$ cat config.mk
export PLATFORM = sky130hd
export DESIGN_NAME = playfair_pair_decryptor
export DESIGN_NICKNAME = d
export VERILOG_FILES = /design/src/rtl/pf_pkg.sv /design/src/rtl/pf_locate.sv /design/src/rtl/playfair_pair_decryptor.sv
export SDC_FILE = /design/constraint.sdc
export NUM_CORES = 1
export LEC_CHECK = 0
export BUFFER_PORTS_ARGS = -buffer_cell sky130_fd_sc_hd__buf_4
export CAP_MARGIN = 10
export CORE_MARGIN = 1
export CORE_UTILIZATION = 55
export CTS_CLUSTER_DIAMETER = 60
export DETAILED_ROUTE_END_ITERATION = 6
export GPL_TIMING_DRIVEN = 0
export PLACE_DENSITY_LB_ADDON = 0.3
export REMOVE_ABC_BUFFERS = 1
export SKIP_LAST_GASP = 1
export SYNTH_ARGS = -nofsm -noshare
export SYNTH_HDL_FRONTEND = slang
export SYNTH_HIERARCHICAL = 1
export SYNTH_SLANG_ARGS = --single-unit
$ cat constraint.sdc
create_clock -name clk -period 10.18 [get_ports clk]
set_clock_uncertainty 0.15 [all_clocks]
set_input_delay 0.509 -clock clk [delete_from_list [all_inputs] [get_ports clk]]
set_output_delay 0.509 -clock clk [all_outputs]
set_load 0.005 [all_outputs]
$ cat src/rtl/pf_pkg.sv
// Package: shared constants and square geometry helpers for the Playfair pair decryptor.
`timescale 1ns / 1ps

package pf_pkg;

  // Item kinds carried in s_tuser
  localparam logic [1:0] KIND_KEY    = 2'd0;
  localparam logic [1:0] KIND_FINISH = 2'd1;
  localparam logic [1:0] KIND_PAIR   = 2'd2;

  // Alphabet and square size
  localparam int unsigned SIDE    = 5;
  localparam int unsigned CELLS   = 25;
  localparam int unsigned LETTERS = 26;

  localparam logic [4:0] LETTER_I  = 5'd8;
  localparam logic [4:0] LETTER_J  = 5'd9;
  localparam logic [4:0] LAST_CODE = 5'd25;
  localparam logic [4:0] CELL_CNT  = 5'd25;

  typedef logic [4:0] letter_t;
  typedef logic [4:0] cell_t;
  typedef logic [2:0] coord_t;

  // J shares the cell of I
  function automatic letter_t fold_j(input letter_t l);
    return (l == LETTER_J) ? LETTER_I : l;
  endfunction

  // Row of a cell index 0..24 (division by five as a compare chain)
  function automatic coord_t row_of(input cell_t c);
    coord_t r;
    if (c >= 5'd20)      r = 3'd4;
    else if (c >= 5'd15) r = 3'd3;
    else if (c >= 5'd10) r = 3'd2;
    else if (c >= 5'd5)  r = 3'd1;
    else                 r = 3'd0;
    return r;
  endfunction

  // Column of a cell index 0..24
  function automatic coord_t col_of(input cell_t c);
    cell_t base;
    coord_t r;
    r    = row_of(c);
    base = ({2'b00, r} << 2) + {2'b00, r};
    return coord_t'(c - base);
  endfunction

  // Cell index from row and column
  function automatic cell_t cell_at(input coord_t r, input coord_t k);
    return ({2'b00, r} << 2) + {2'b00, r} + {2'b00, k};
  endfunction

  // Step one place back with wraparound
  function automatic coord_t step_back(input coord_t v);
    return (v == 3'd0) ? 3'd4 : v - 3'd1;
  endfunction

endpackage

$ cat src/rtl/pf_locate.sv
// Playfair decryption rule: maps the two cipher cells to the two plaintext cells.
`timescale 1ns / 1ps

module pf_locate (
  input  logic [4:0] cell_a,
  input  logic [4:0] cell_b,
  output logic [4:0] plain_cell_a,
  output logic [4:0] plain_cell_b
);

  logic [2:0] row_a;
  logic [2:0] col_a;
  logic [2:0] row_b;
  logic [2:0] col_b;

  // split cells into coordinates
  always_comb begin
    row_a = pf_pkg::row_of(cell_a);
    col_a = pf_pkg::col_of(cell_a);
    row_b = pf_pkg::row_of(cell_b);
    col_b = pf_pkg::col_of(cell_b);
  end

  // same row: left; same column: up; else rectangle corners
  always_comb begin
    if (row_a == row_b) begin
      plain_cell_a = pf_pkg::cell_at(row_a, pf_pkg::step_back(col_a));
      plain_cell_b = pf_pkg::cell_at(row_b, pf_pkg::step_back(col_b));
    end else if (col_a == col_b) begin
      plain_cell_a = pf_pkg::cell_at(pf_pkg::step_back(row_a), col_a);
      plain_cell_b = pf_pkg::cell_at(pf_pkg::step_back(row_b), col_b);
    end else begin
      plain_cell_a = pf_pkg::cell_at(row_a, col_b);
      plain_cell_b = pf_pkg::cell_at(row_b, col_a);
    end
  end

endmodule

$ cat src/rtl/playfair_pair_decryptor.sv
// Top level: Playfair square builder and pair decryptor around two square memories.
// Key letter: placed on accept; next item accepted in the following cycle.
// Finish: the fill walks all 26 letter codes, one per cycle; next item accepted after the walk.
// Pair: letter-to-cell read, then cell-to-letter read, then output register; next item accepted
//   once the result is registered, later if stalled; an unfinished square gives an error result.
// Reset clears placed mask, fill count, ready flag and control; the two square memories
//   are not cleared and hold nothing meaningful until written.
`timescale 1ns / 1ps

module playfair_pair_decryptor (
  input  logic        clk,
  input  logic        rst,
  input  logic        s_tvalid,
  output logic        s_tready,
  input  logic [15:0] s_tdata,   // [4:0] first_letter, [9:5] second_letter, [15:10] zero
  input  logic [1:0]  s_tuser,   // [1:0] kind
  output logic        m_tvalid,
  input  logic        m_tready,
  output logic [15:0] m_tdata,   // [4:0] plain_a, [9:5] plain_b, [15:10] zero
  output logic [0:0]  m_tuser    // [0] not_ready
);

  localparam logic [1:0] ST_IDLE = 2'd0;
  localparam logic [1:0] ST_FILL = 2'd1;
  localparam logic [1:0] ST_LOOK = 2'd2;
  localparam logic [1:0] ST_READ = 2'd3;

  logic [1:0]  state;
  logic [25:0] placed_mask;
  logic [4:0]  fill_count;
  logic        square_ready;
  logic [4:0]  fill_letter;
  logic        err;
  logic        bad_a;
  logic        bad_b;

  // square memories
  logic [4:0] cell_letter [0:24];
  logic [4:0] letter_cell [0:25];
  logic [4:0] lc_rd_a;
  logic [4:0] lc_rd_b;
  logic [4:0] cl_rd_a;
  logic [4:0] cl_rd_b;

  logic       accept;
  logic [4:0] in_a;
  logic [4:0] in_b;
  logic [4:0] key_letter;
  logic       key_wr;
  logic       fill_wr;
  logic       wr_en;
  logic [4:0] wr_letter;
  logic       lc_rd_en;
  logic [4:0] lc_addr_a;
  logic [4:0] lc_addr_b;
  logic [4:0] cell_a;
  logic [4:0] cell_b;
  logic [4:0] plain_cell_a;
  logic [4:0] plain_cell_b;
  logic       out_free;

  assign accept   = s_tvalid && s_tready;
  assign s_tready = (state == ST_IDLE) && !rst;
  assign in_a     = s_tdata[4:0];
  assign in_b     = s_tdata[9:5];
  assign out_free = !m_tvalid || m_tready;

  // placement of a key letter or of the next letter in the fill walk
  assign key_letter = pf_pkg::fold_j(in_a);
  assign key_wr = accept && (s_tuser == pf_pkg::KIND_KEY) && !square_ready &&
                  (in_a <= pf_pkg::LAST_CODE) && !placed_mask[key_letter] &&
                  (fill_count < pf_pkg::CELL_CNT);
  assign fill_wr = (state == ST_FILL) && (fill_letter != pf_pkg::LETTER_J) &&
                   !placed_mask[fill_letter] && (fill_count < pf_pkg::CELL_CNT);
  assign wr_en     = key_wr || fill_wr;
  assign wr_letter = (state == ST_FILL) ? fill_letter : key_letter;

  // pair lookup addresses; out-of-range codes sit in cell 0
  assign lc_rd_en  = accept && (s_tuser == pf_pkg::KIND_PAIR) && square_ready;
  assign lc_addr_a = (in_a > pf_pkg::LAST_CODE) ? 5'd0 : pf_pkg::fold_j(in_a);
  assign lc_addr_b = (in_b > pf_pkg::LAST_CODE) ? 5'd0 : pf_pkg::fold_j(in_b);

  // memory writes, letter-to-cell reads and cell-to-letter reads
  always_ff @(posedge clk) begin
    if (wr_en) begin
      cell_letter[fill_count] <= wr_letter;
      letter_cell[wr_letter]  <= fill_count;
    end
    if (lc_rd_en) begin
      lc_rd_a <= letter_cell[lc_addr_a];
      lc_rd_b <= letter_cell[lc_addr_b];
      bad_a   <= (in_a > pf_pkg::LAST_CODE);
      bad_b   <= (in_b > pf_pkg::LAST_CODE);
    end
    if (state == ST_LOOK) begin
      cl_rd_a <= cell_letter[plain_cell_a];
      cl_rd_b <= cell_letter[plain_cell_b];
    end
  end

  assign cell_a = bad_a ? 5'd0 : lc_rd_a;
  assign cell_b = bad_b ? 5'd0 : lc_rd_b;

  pf_locate u_locate (
    .cell_a       (cell_a),
    .cell_b       (cell_b),
    .plain_cell_a (plain_cell_a),
    .plain_cell_b (plain_cell_b)
  );

  // control sequencer and square status
  always_ff @(posedge clk) begin
    if (rst) begin
      state        <= ST_IDLE;
      placed_mask  <= '0;
      fill_count   <= '0;
      square_ready <= 1'b0;
      fill_letter  <= '0;
      err          <= 1'b0;
    end else begin
      if (wr_en) begin
        placed_mask[wr_letter] <= 1'b1;
        fill_count             <= fill_count + 5'd1;
      end
      case (state)
        ST_IDLE: begin
          if (accept) begin
            case (s_tuser)
              pf_pkg::KIND_FINISH: begin
                if (!square_ready) begin
                  fill_letter <= '0;
                  state       <= ST_FILL;
                end
              end
              pf_pkg::KIND_PAIR: begin
                err   <= !square_ready;
                state <= square_ready ? ST_LOOK : ST_READ;
              end
              default: ;
            endcase
          end
        end
        ST_FILL: begin
          if (fill_letter == pf_pkg::LAST_CODE) begin
            square_ready <= 1'b1;
            state        <= ST_IDLE;
          end else begin
            fill_letter <= fill_letter + 5'd1;
          end
        end
        ST_LOOK: begin
          state <= ST_READ;
        end
        ST_READ: begin
          if (out_free) state <= ST_IDLE;
        end
        default: state <= ST_IDLE;
      endcase
    end
  end

  // output register
  always_ff @(posedge clk) begin
    if (rst) begin
      m_tvalid <= 1'b0;
    end else if (state == ST_READ && out_free) begin
      m_tvalid <= 1'b1;
    end else if (m_tready) begin
      m_tvalid <= 1'b0;
    end
  end

  always_ff @(posedge clk) begin
    if (state == ST_READ && out_free) begin
      m_tdata <= err ? 16'd0 : {6'd0, cl_rd_b, cl_rd_a};
      m_tuser <= err;
    end
  end

  // checks
  a_ready_sticks: assert property (@(posedge clk) disable iff (rst)
    square_ready |=> square_ready) else $error("square ready flag dropped");

  a_full_when_ready: assert property (@(posedge clk) disable iff (rst)
    square_ready |-> fill_count == pf_pkg::CELL_CNT) else $error("ready square not full");

  a_fill_bound: assert property (@(posedge clk) disable iff (rst)
    fill_count <= pf_pkg::CELL_CNT) else $error("fill count beyond square");

  a_fill_not_ready: assert property (@(posedge clk) disable iff (rst)
    state == ST_FILL |-> !square_ready) else $error("fill walk on a finished square");

  a_err_zero: assert property (@(posedge clk) disable iff (rst)
    (m_tvalid && m_tuser[0]) |-> m_tdata == 16'd0) else $error("error result carries letters");

endmodule
Word level (Yosys, flattened, before mapping) --
Memories as Yosys holds them, arrays and structs flattened. A register that Yosys moved wholly into a read port is not among the register bits. Cells that the tools add are included. Widths: inputs -> output; s select.
Operators by class: add/subtract/negate cells 18, multiply operators 0, div/mod/pow operators 0, $lt $le $gt $ge 16, eq/ne operators 19, shifts and indexed selects 0, muxes and demuxes 45, bitwise logic cells 1, reductions and logical operators 33
Operators by type and width (number):
- $mux 5 | 15
- $add 5x3->5 | 10
- $mux 3 | 10
- $or 26x26->26 | 1
- $ge 5x4->1 const B | 4
- $lt 5x6->1 const B | 3
- $logic_and 1x1->1 | 14
- $logic_not 3->1 | 4
- $sub 3x1->3 const B | 4
- $add 5x1->5 const B | 2
- $bmux 1 s5 | 2
- $eq 5x4->1 const B | 2
- $ge 5x3->1 const B | 2
- $ge 5x5->1 const B | 2
- $gt 5x5->1 const B | 2
- $mux 1 | 10
- $pmux 5 s2 | 1
- $reduce_and 5->1 | 2
- $mux 2 | 4
- $ne 2x2->1 const B | 4
- $pmux 2 s4 | 1
- $eq 2x2->1 const B | 3
- $eq 3x3->1 | 2
- $sub 3x3->3 | 2
- other kinds (17) | 26
Storage, ports and cells: flip-flop bits (word level) 60, latch bits 0, memory bits (writable) 255, bits in read-only memories 0, bits of input ports 22, logic and storage cells 146, memories kept 2
Memories:
- letter_cell | depth 26, width 5, rd ports 2, clocked after memory_dff 2, wr ports 1, RTL line playfair_pair_decryptor.sv:39 | logic [4:0] letter_cell [0:25];
- cell_letter | depth 25, width 5, rd ports 2, clocked after memory_dff 2, wr ports 1, RTL line playfair_pair_decryptor.sv:38 | logic [4:0] cell_letter [0:24];

Depth between registers and ports, before layout --
depth in word-level cells 12, mapped depth 22

By module --
The synthesis kept the hierarchy.
By module, submodules not included:
- playfair_pair_decryptor | instances 1, cells an instance 1125, area each 16164.3 µm²
- pf_locate | instances 1, cells an instance 211, area each 1586.5 µm²

Least setup slack after synthesis --
OpenSTA, ideal clock, no wires.
path kind reg-to-reg, start reg bad_a, end reg cl_rd_a[0] (read register of cell_letter) (data pin), setup time 0.272 ns, arrival 5.655 ns, required time 9.758 ns, slack 4.103 ns, stages on the path, launching flop included 21, buffers on the path 2, clock period less this slack 6.077 ns, cells stage by stage edfxtp_1 -> nor2b_1 -> or3b_1 -> a21oi_1 -> a21o_1 -> ha_1 -> inv_1 -> fa_1 -> nor2_1 -> nor4b_1 -> nor3_4 -> fa_1 -> inv_1 -> fa_1 -> nand2_1 -> o21ai_1 -> o21ai_1 -> clkbuf_1 -> clkbuf_1 -> mux2_2 -> mux4_2
On the way: longest elaborated chain between the ends 12, elaborated cells between the ends (all ways) 25, classes of those cells 8 x add/sub; 4 x order compare; 2 x eq/ne; 9 x mux; 2 x reduce/logical
RTL lines:
- from (decl) | RTL line playfair_pair_decryptor.sv:34 | logic bad_a;
- from (signal assigned) | RTL line playfair_pair_decryptor.sv:92 | bad_a <= (in_a > pf_pkg::LAST_CODE);
- $mux 5 * | RTL line playfair_pair_decryptor.sv:101 | assign cell_a = bad_a ? 5'd0 : lc_rd_a;
- via cell_a[3] | RTL line playfair_pair_decryptor.sv:56 | logic [4:0] cell_a;
- $ge 5x3->1 | RTL line pf_pkg.sv:36 | else if (c >= 5'd5) r = 3'd1;
- $mux 1 | RTL line pf_pkg.sv:36
- $mux 3 | RTL line pf_pkg.sv:35 | else if (c >= 5'd10) r = 3'd2;
- $mux 3 | RTL line pf_pkg.sv:34 | else if (c >= 5'd15) r = 3'd3;
- $mux 3 * | RTL line pf_pkg.sv:33 | if (c >= 5'd20) r = 3'd4;
- $add 5x3->5 (tied with other cells) | RTL line pf_pkg.sv:52 | return ({2'b00, r} << 2) + {2'b00, r} + {2'b00, k};
- $sub 3x3->3 / $mux 3 (equally long branches) | RTL line pf_pkg.sv:47, pf_pkg.sv:57
- $sub 3x1->3 (tied with other cells) | RTL line pf_pkg.sv:57 | return (v == 3'd0) ? 3'd4 : v - 3'd1;
- $mux 3 / $add 5x3->5 (equally long branches) | RTL line pf_pkg.sv:57, pf_pkg.sv:52
- $add 5x3->5 / $mux 5 (equally long branches) | RTL line pf_pkg.sv:52, pf_locate.sv:29
- $mux 5 * | RTL line pf_locate.sv:26 | if (row_a == row_b) begin
- via plain_cell_a[2] | RTL line playfair_pair_decryptor.sv:58 | logic [4:0] plain_cell_a;
- to (decl) | RTL line playfair_pair_decryptor.sv:42 | logic [4:0] cl_rd_a;
Mark *: on every way through the listed nets, which the timed path passes. The rest lies on a longest branch. A chain may end at the register's enable or synchronous reset.

Worst setup path after layout --
Same ends and word-level chain as after synthesis.

==> out/metrics.yaml <==
p_total_mw: 3.01
drive_gt1_share_pct: 20.8
antenna_left: 0
antenna_found_initial: 0
first_pass_iters: 6
internal_power_mw: 2.32
seq_area_frac_synth_pct: 53.3
synth_seq_cells: 329
cts.clk_slew.worst_paths_ns: 0.06
cts_hold_buf: 0
final_max_slew_viol_count: 0
async_flop_share_pct: 0
viasPerCell: 6.65
n_antenna_cell: 0
stdcell_area_um2: 19700
drc: 0
syn_avg_cell_area_um2: 13.3
port_buffers: 28
fp.dieArea_um2: 33000
crit_arrival_ns: 6.92
min_path_type: "in -> reg"
synth_cell_type_count: 74
final_nets: 1396
fin_cells: 1761
rsz0062_at_grt: "no"
globalplace.congestion: 0.892
combPwrFrac_pct: 7.1
grt_pass1_wl_mm: 66.3
cp_data_required_time_ns: 10.28
drt_iter0_markers: 1344
startpoint_type: "register"
maxCapViolCount: 0
end_kind: "register"
p_sw_share_pct: 22.8
power.switching_uw: 688
cts_sinks: 329
setup_viol: 0
synth_cells: 1336
cts_made_buffers: 37
initial_core_util_pct: 56.1
synth-edff-count: 288
cts_tree: "done"
fin_ws_ns: 3.37
path_class: "reg -> reg"
ir_worst_vdd_mv: 0.176
synth_ff_type: "edfxtp_1"
finalCriticalPeriod_ns: 6.81
wl_mm: 43.1
slowest_stage: "nor3_4"
max_freq_mhz: 147
status: "finished, final reports clean"
track_usage_pct: 26.5
layout_commonest_cell: "edfxtp_1"
row_count: 65
clkLatencyLatePin_ns: 0.52
core_um2: 31600
mostFrequentLayoutCells: "edfxtp_1 (288), mux4_2 (105), nand2_1 (87)"
min_period_over_period_pct: 66.9
power_density_nw_per_um2: 153
p_clk_share_pct: 43.3
syn2layout_area_growth_pct: 10.8
pre_cts_ws_ns: 3.40
grt_pass1_vias: 11400
fin_util_pct: 62.1
cts_max_path_buffers: 3
critPathMaxStageDelay_ns: 0.65
avgRoutedWirePerCell_um: 24.5
dp.cells: 1693
slew_headroom_pct: 17.9
tns_ns: 0
tightest_slew_ns: 1.23
holdWs_ns: 0.172
fp.dieW_um: 182
synth_warnings: 6
dpl-instance-area_um2: 18400
overflow: 0
htree_levels: 2
pwr-share-seq_pct: 49.6
path_cells: "nor2b_1, or3b_1, a21oi_1, a21o_1, ha_1, inv_1, fa_1, nor2_1, nor4b_1, nor3_4, xnor2_1, nor3_4, mux2i_1, o21ai_4, buf_12, buf_16, mux4_2, mux2_2, mux4_2"
hold_violations: 0
io_pins: 41
p_leak_nw: 6.65
grt_start_max_net_pins: 51
worstPathMaxFanout: 18
vias: 11700
root_buffer: "clkbuf_16"
dp_hpwl_mm: 29.0
die_y_um: 182
synth_area_um2: 17800
cts-resized-gates: 0
cts_setup_buffers: 0
==> cell families after synthesis <==
| logic type | count (synthesis) | synth area share [%] |
|---|---|---|
| and+or+nand+nor | 359 | 10.5 |
| DFF | 329 | 53.3 |
| AOI/OAI and AO/OA | 246 | 10.1 |
| muxes | 184 | 18.2 |
| buffers and inverters | 160 | 3.71 |
| adders and majority gates | 42 | 3.37 |
| xor gates and xnor gates | 15 | 0.740 |
| other | 1 | 0.0211 |
==> cell type report <==
type	count	area, µm²
fill	2339	12000
sequential	329	9470
multi-input combinational	852	7710
clock buffer	44	952
timing repair buffer	43	539
tap	402	503
inverter	70	263
clock inverter	21	223
==> cell usage after synthesis, drive strengths merged (3+ instances only) <==
| cell type | number | area [µm²] |
|---|---|---|
| a211o | 3 | 26.3 |
| a211oi | 22 | 178 |
| a21boi | 4 | 30.0 |
| a21o | 11 | 82.6 |
| a21oi | 41 | 213 |
| a221o | 7 | 70.1 |
| a221oi | 9 | 78.8 |
| a22oi | 12 | 90.1 |
| a311oi | 17 | 149 |
| a31oi | 4 | 25.0 |
| and2 | 13 | 81.3 |
| and3 | 16 | 100 |
| buf | 44 | 224 |
| clkbuf | 46 | 173 |
| dfxtp | 41 | 821 |
| edfxtp | 288 | 8650 |
| fa | 10 | 200 |
| ha | 31 | 388 |
| inv | 70 | 263 |
| mux2 | 54 | 608 |
| mux2i | 25 | 250 |
| mux4 | 105 | 2360 |
| nand2 | 88 | 333 |
| nand2b | 36 | 225 |
| nand3 | 25 | 125 |
| nor2 | 49 | 184 |
| nor2b | 32 | 200 |
| nor3 | 58 | 318 |
| nor3b | 10 | 75.1 |
| nor4 | 7 | 43.8 |
| o211ai | 8 | 60.1 |
| o21a | 7 | 53.8 |
| o21ai | 31 | 155 |
| o22ai | 10 | 62.6 |
| o311ai | 5 | 43.8 |
| o31ai | 21 | 158 |
| o32ai | 24 | 210 |
| or2 | 3 | 18.8 |
| or3 | 10 | 62.6 |
| or3b | 3 | 26.3 |
| xnor2 | 10 | 87.6 |
| xor2 | 5 | 43.8 |
==> path summary, 6_finish.rpt <==
| path | slack, ns | end | startpoint | cells past startpoint |
|---|---|---|---|---|
| hold / removal | 0.17 | m_tvalid | m_tready | 3 |
| hold reg to reg | 0.31 | placed_mask[9] | placed_mask[9] | 2 |
| setup reg to reg | 3.37 | cl_rd_a[0] | bad_a | 19 |
| setup / recovery | 3.37 | cl_rd_a[0] | bad_a | 19 |
==> state kept, by name (all words and copies together) (netlist names), 2 cells and up <==
| name | flops |
|---|---|
| m_tdata | 10 |
| cell_letter | 125 |
| cl_rd_a | 5 |
| letter_cell | 130 |
| fill_count | 5 |
| state | 2 |
| cl_rd_b | 5 |
| fill_letter | 5 |
| placed_mask | 26 |
| lc_rd_b | 5 |
| lc_rd_a | 5 |
==> worst max-delay path, delay by kind of cell, from the launching register on <==
family / cells / cell delay (ns)
fa+ha+maj: 2 / 0.62
mux: 4 / 1.58
simple gates: 6 / 2.28
xor+xnor: 1 / 0.21
buf+inv: 3 / 0.47
compound gates: 3 / 0.77
flops: 1 / 0.44
==> metal layers <==
metal | global-route usage, % | wire length (µm)
met5 | 0 | 0
met2 | 44.0 | 21200
met1 | 36.3 | 17100
met4 | 8.64 | 1380
met3 | 3.37 | 3400
==> power by group through the flow <==
stage	combinational, mW	sequential (mW)	clock, mW
after floorplan	0.125	1.52	0
after global routing	0.226	1.50	1.36
final	0.213	1.49	1.30
after detailed placement	0.202	1.53	0
after CTS	0.204	1.50	1.32
after global placement	0.194	1.53	0
Power figures use the tool's default switching activity.
